File: config.mk
export PLATFORM = sky130hd
export DESIGN_NAME = fdd_cell
export DESIGN_NICKNAME = d
export VERILOG_FILES = /design/src/rtl/fdd_pkg.sv /design/src/rtl/fdd_cell.sv
export SDC_FILE = /design/constraint.sdc
export NUM_CORES = 1
export LEC_CHECK = 0
export ABC_AREA = 1
export BUFFER_PORTS_ARGS = -buffer_cell sky130_fd_sc_hd__buf_2
export CELL_PAD_IN_SITES_DETAIL_PLACEMENT = 2
export CELL_PAD_IN_SITES_GLOBAL_PLACEMENT = 2
export CORE_MARGIN = 2
export CORE_UTILIZATION = 22
export CTS_CLUSTER_SIZE = 28
export DETAILED_ROUTE_END_ITERATION = 7
export PLACE_DENSITY_LB_ADDON = 0.1
export SKIP_LAST_GASP = 1
export SLEW_MARGIN = 20
export SYNTH_ARGS = -nofsm -noshare
export SYNTH_HDL_FRONTEND = slang
export SYNTH_SLANG_ARGS = --single-unit
File: constraint.sdc
create_clock -name clk -period 1.12 [get_ports clk]
set_input_delay 0.056 -clock clk [delete_from_list [all_inputs] [get_ports clk]]
set_output_delay 0.056 -clock clk [all_outputs]
set_load 0.05 [all_outputs]
File: src/rtl/fdd_pkg.sv
`timescale 1ns / 1ps
// ----------------------------------------------------------------------------
// fdd_pkg: shared types and constants of the first duplicate detector
// store depth, counter width, sequencer states and cell control
// ----------------------------------------------------------------------------
package fdd_pkg;

    localparam int CAPACITY = 64;
    localparam int CNT_W    = $clog2(CAPACITY + 1);
    localparam int VAL_W    = 32;

    typedef logic signed [VAL_W-1:0] fdd_value_t;
    typedef logic [CNT_W-1:0]        fdd_count_t;

    typedef enum logic [1:0] {
        ST_IDLE,
        ST_CMP,
        ST_DECIDE
    } fdd_state_t;

    typedef struct packed {
        logic shift_en;
        logic cmp_en;
    } fdd_cell_ctrl_t;

endpackage

File: src/rtl/fdd_cell.sv
`timescale 1ns / 1ps
// ----------------------------------------------------------------------------
// fdd_cell: one entry of the value chain
// holds a stored value, shifts it to its right neighbor on insert and
// registers a match of the broadcast query
// ----------------------------------------------------------------------------
module fdd_cell
    import fdd_pkg::*;
(
    input  logic           clk,
    input  logic           rst_n,
    input  fdd_cell_ctrl_t ctrl,
    input  logic           cell_valid,
    input  fdd_value_t     query,
    input  fdd_value_t     prev_value,
    output fdd_value_t     held_value,
    output logic           hit
);

    fdd_value_t held_reg;
    logic       hit_reg;
    logic       hit_next;

    assign hit_next = ctrl.cmp_en ? (cell_valid && (held_reg == query)) : hit_reg;

    always_ff @(posedge clk)
    begin
        if (ctrl.shift_en)
        begin
            held_reg <= prev_value;
        end
    end

    always_ff @(posedge clk or negedge rst_n)
    begin
        if (!rst_n)
        begin
            hit_reg <= 1'b0;
        end
        else
        begin
            hit_reg <= hit_next;
        end
    end

    assign held_value = held_reg;
    assign hit        = hit_reg;

endmodule

# Yosys cells after proc, flatten, opt, wreduce, memory -nomap -nowiden
# Cells that the tools add are included.
# classes
reduce_logical	1
n_eq_ne	1
# ops
op	count
32-bit equality test	1
1-bit logical AND	1
# word_totals
reg_bits	33
out_inout_bits	33

# Longest topological paths before layout
# depth
ltp_word	2
depth_mapped	10
mapped_depth_nobuf	10

# Worst setup path after synthesis
# No wires, ideal clock.
# synth_path
path_kind	register to register
start	register held_reg[23] (netlist: held_value[23])
end	register hit_reg (netlist: hit)
required_ps	1054
t_arrival_ps	1236
slack_ps	-182
stages_incl_launch_ff	11
n_path_buf	0
cell_sequence	edfxtp_1 > inv_1 > nand2_1 > nand2_1 > nor2_1 > nand2_1 > nor2_1 > nand2_1 > nor2_1 > nand2_1 > nand2_1
# synth_between
elab_chain_len	2
# synth_lines
element	line_no	source
start, declared	fdd_cell.sv:20	fdd_value_t held_reg;
start signal, assigned	fdd_cell.sv:30	held_reg <= prev_value;
32-bit equality test	fdd_cell.sv:24	assign hit_next = ctrl.cmp_en ? (cell_valid && (held_reg == query)) : hit_reg;
1-bit logical AND	fdd_cell.sv:24	
end signal, assigned	fdd_cell.sv:42	hit_reg <= hit_next;
end, declared	fdd_cell.sv:21	logic hit_reg;
# Every way passes these cells.
# A chain may end at the register's enable or synchronous reset.

# Worst setup path after layout
# layout_path
start	register held_reg[31] (netlist: held_value[31])
end	output port held_value[31]
# layout_lines
element	line_no	source
end, declared	fdd_cell.sv:16	output fdd_value_t held_value,
# No word-level cell between the ends.

==> impl_metrics.py <==
metrics = {
    "final_layout": {
        "nNetsFinal": 377,
        "drive_gt1_share_pct": 37.54,
        "area_growth_pct": 73.48,
        "diodes": 0,
        "largest_reg_flops": 32,
        "n_fill_cell": 756,
        "final_util_pct": 39.52,
    },
    "yosys": {
        "syn_avg_cell_area_um2": 9.554,
        "synth_seq_area_share_pct": 63.70,
        "synthCells": 162,
        "synth_warnings": 0,
        "ys_ff_latch": 33,
        "synth_nets": 231,
        "ys_types": 11,
        "syn_area_um2": 1548,
    },
    "setup_path": {
        "critPathLaunchType": "flop",
        "startpoint": "held_value[31]$_DFFE_PP_",
        "crit_required_ns": 1.06,
        "reg2reg_slack_ns": -0.03,
        "worstSetupEndpointType": "output port",
        "r2r_start": "held_value[8]$_DFFE_PP_",
        "path_max_fanout": 2,
        "critical_path_class": "reg2out",
        "arrival_ns": 1.13,
    },
    "sta": {
        "grt_setup_unrepaired": "yes",
        "fin_ws_ns": -0.06179,
        "finalMaxSlewViolations": 0,
        "period_share_pct": 105.5,
        "relSlewSlack_pct": 82.08,
        "tightest_slew_ns": 0.2707,
        "setup_viol": 2,
        "max_freq_mhz": 846.2,
        "skew_ns": 0.003318,
        "fin_crit_ns": 1.182,
        "finalHoldViolations": 0,
    },
    "grt": {
        "grt.overflow.total": 0,
        "grt_max_degree": 33,
        "grt_use_total_pct": 13.53,
        "grt_pass1_vias": 1776,
        "grt_pass1_wl_mm": 7.879,
        "antenna_found_initial": 0,
    },
    "floorplanning": {
        "core_area_um2": 6794,
        "row_count": 30,
        "design.portCount": 102,
        "die_height_um": 87.88,
        "die_area_um2": 7722,
        "start_util_pct": 22.78,
        "die_w_um": 87.88,
    },
    "placement": {
        "preCtsSetupSlack_ns": -0.03551,
        "globalplace.congestion": 0.6951,
        "hpwl_mm": 3.723,
        "io_buffer_count": 101,
    },
    "drt": {
        "dr.pass1.iters": 4,
        "drt_iter0_markers": 14,
        "via_count": 1575,
        "vias_per_cell": 3.889,
        "wirelength_mm": 5.038,
        "wl_per_cell_um": 12.44,
        "drc_errors": 0,
        "antenna_left": 0,
    },
    "clocking": {
        "clkLatencyLatePin_ns": 0.28,
        "clk_pin_slew_ns": 0.07,
        "cts_buffer_depth": 2,
        "cts_buffers": 5,
        "clkSinkCount": 33,
        "cts-htree-levels": 2,
        "cts_tree": "done",
        "cts-root-buf": "clkbuf_8",
    },
    "pwr": {
        "p_per_area_nw_per_um2": 1308,
        "power.total_uw": 3511,
        "peakVddDrop_v": 0.0006053,
        "leakagePower_uw": 0.001344,
    },
    "worst_hold_path": {
        "hold_path.class": "in2reg",
        "min_from": "ctrl[0]",
    },
    "run_status": {
        "status": "complete, but fails checks",
        "violations": "negative setup slack",
    },
    "flow_run": {
        "drv_cap": 0,
    },
}
synth_stat cells:
| cell type | instances | share of area, % |
|---|---|---|
| inv_1 | 36 | 8.7 |
| edfxtp_1 | 32 | 62 |
| nor3_1 | 1 | 0.32 |
| nand2_1 | 53 | 13 |
| dfrtp_1 | 1 | 1.6 |
| nand3_1 | 2 | 0.65 |
| nor2_1 | 19 | 4.6 |
| o21ai_0 | 1 | 0.32 |
| nand4_1 | 5 | 2.0 |
| xnor2_1 | 10 | 5.7 |
| xor2_1 | 2 | 1.1 |
layout make-up:
| cell class | instances | area [um2] | area share (%) |
|---|---|---|---|
| Tap cell | 96 | 120.1 | 4.473 |
| Clock buffer | 6 | 72.57 | 2.703 |
| Timing Repair Buffer | 139 | 895.9 | 33.36 |
| Sequential cell | 33 | 985.9 | 36.72 |
| Multi-Input combinational cell | 93 | 441.7 | 16.45 |
| Inverter | 36 | 135.1 | 5.033 |
| Clock inverter | 2 | 33.78 | 1.258 |
power breakdown:
part	total, uW	internal (uW)	switching, uW
clock network	1100	657	438
logic	889	335	554
registers	1530	1460	63.0
layer usage:
| metal | up-vias | track usage, % | wire, um |
|---|---|---|---|
| met5 | - | 0 | 0 |
| met3 | 5 | 4.901 | 366 |
| li1 | 788 | - | - |
| met4 | 0 | 3.776 | 44 |
| met1 | 725 | 13.69 | 1832 |
| met2 | 57 | 25.90 | 2794 |
cell usage in the layout, fill, tap and decap left out:
master,instances
nand2_1,53
buf_2,100
buf_12,1
clkbuf_8,5
buf_8,1
bufinv_16,1
nor2_1,16
dlygate4sd3_1,33
nor3_1,1
dfrtp_1,1
nand4_1,5
o21ai_0,1
nand3_1,2
xnor2_2,1
xnor2_1,9
clkinv_1,1
clkbuf_1,1
buf_4,4
xor2_1,2
nor2_2,3
edfxtp_1,32
inv_1,36
metrics by stage:
stage / setup TNS (ns) / hold slack, ns / std cells / instance area [um2]
floorplan: -0.1771 / -0.2396 / 162 / 1548
global placement: -0.006648 / -0.1595 / 361 / 2201
detailed placement: -0.03551 / -0.1576 / 361 / 2201
CTS: -0.03553 / 0.04875 / 404 / 2658
global route: -0.3083 / 0.07149 / 405 / 2685
finish: -0.09127 / 0.05679 / 405 / 2685
worst paths after layout:
kind | endpoint | cells past startpoint
max | held_value[31] | 3
min | hit$_DFFE_PN0P_ | 4
max reg2reg | hit$_DFFE_PN0P_ | 7
min reg2reg | hit$_DFFE_PN0P_ | 2
max in group asynchronous | hit$_DFFE_PN0P_ | 2
min in group asynchronous | hit$_DFFE_PN0P_ | 2
worst max-delay path, stage by stage (launching register included):
cell and delay [ns]:
edfxtp_1 0.39, buf_4 0.14, buf_4 0.11, buf_2 0.20
repair_timing:
action / in CTS / in global routing
pin swaps: 2 / 2
buffers inserted: 2 / 2
setup endpoints to repair: 1 / 2
hold buffers: 33 / 0
hold endpoints to repair: 33 / 0
resized for setup: 2 / 6
cell families after synthesis:
| logic type | share of synthesized area, % |
|---|---|
| simple gates | 20.45 |
| compound gates | 0.3231 |
| xor+xnor | 6.791 |
| flops | 63.70 |
| buf+inv | 8.731 |
(Power assumes the default switching activity.)
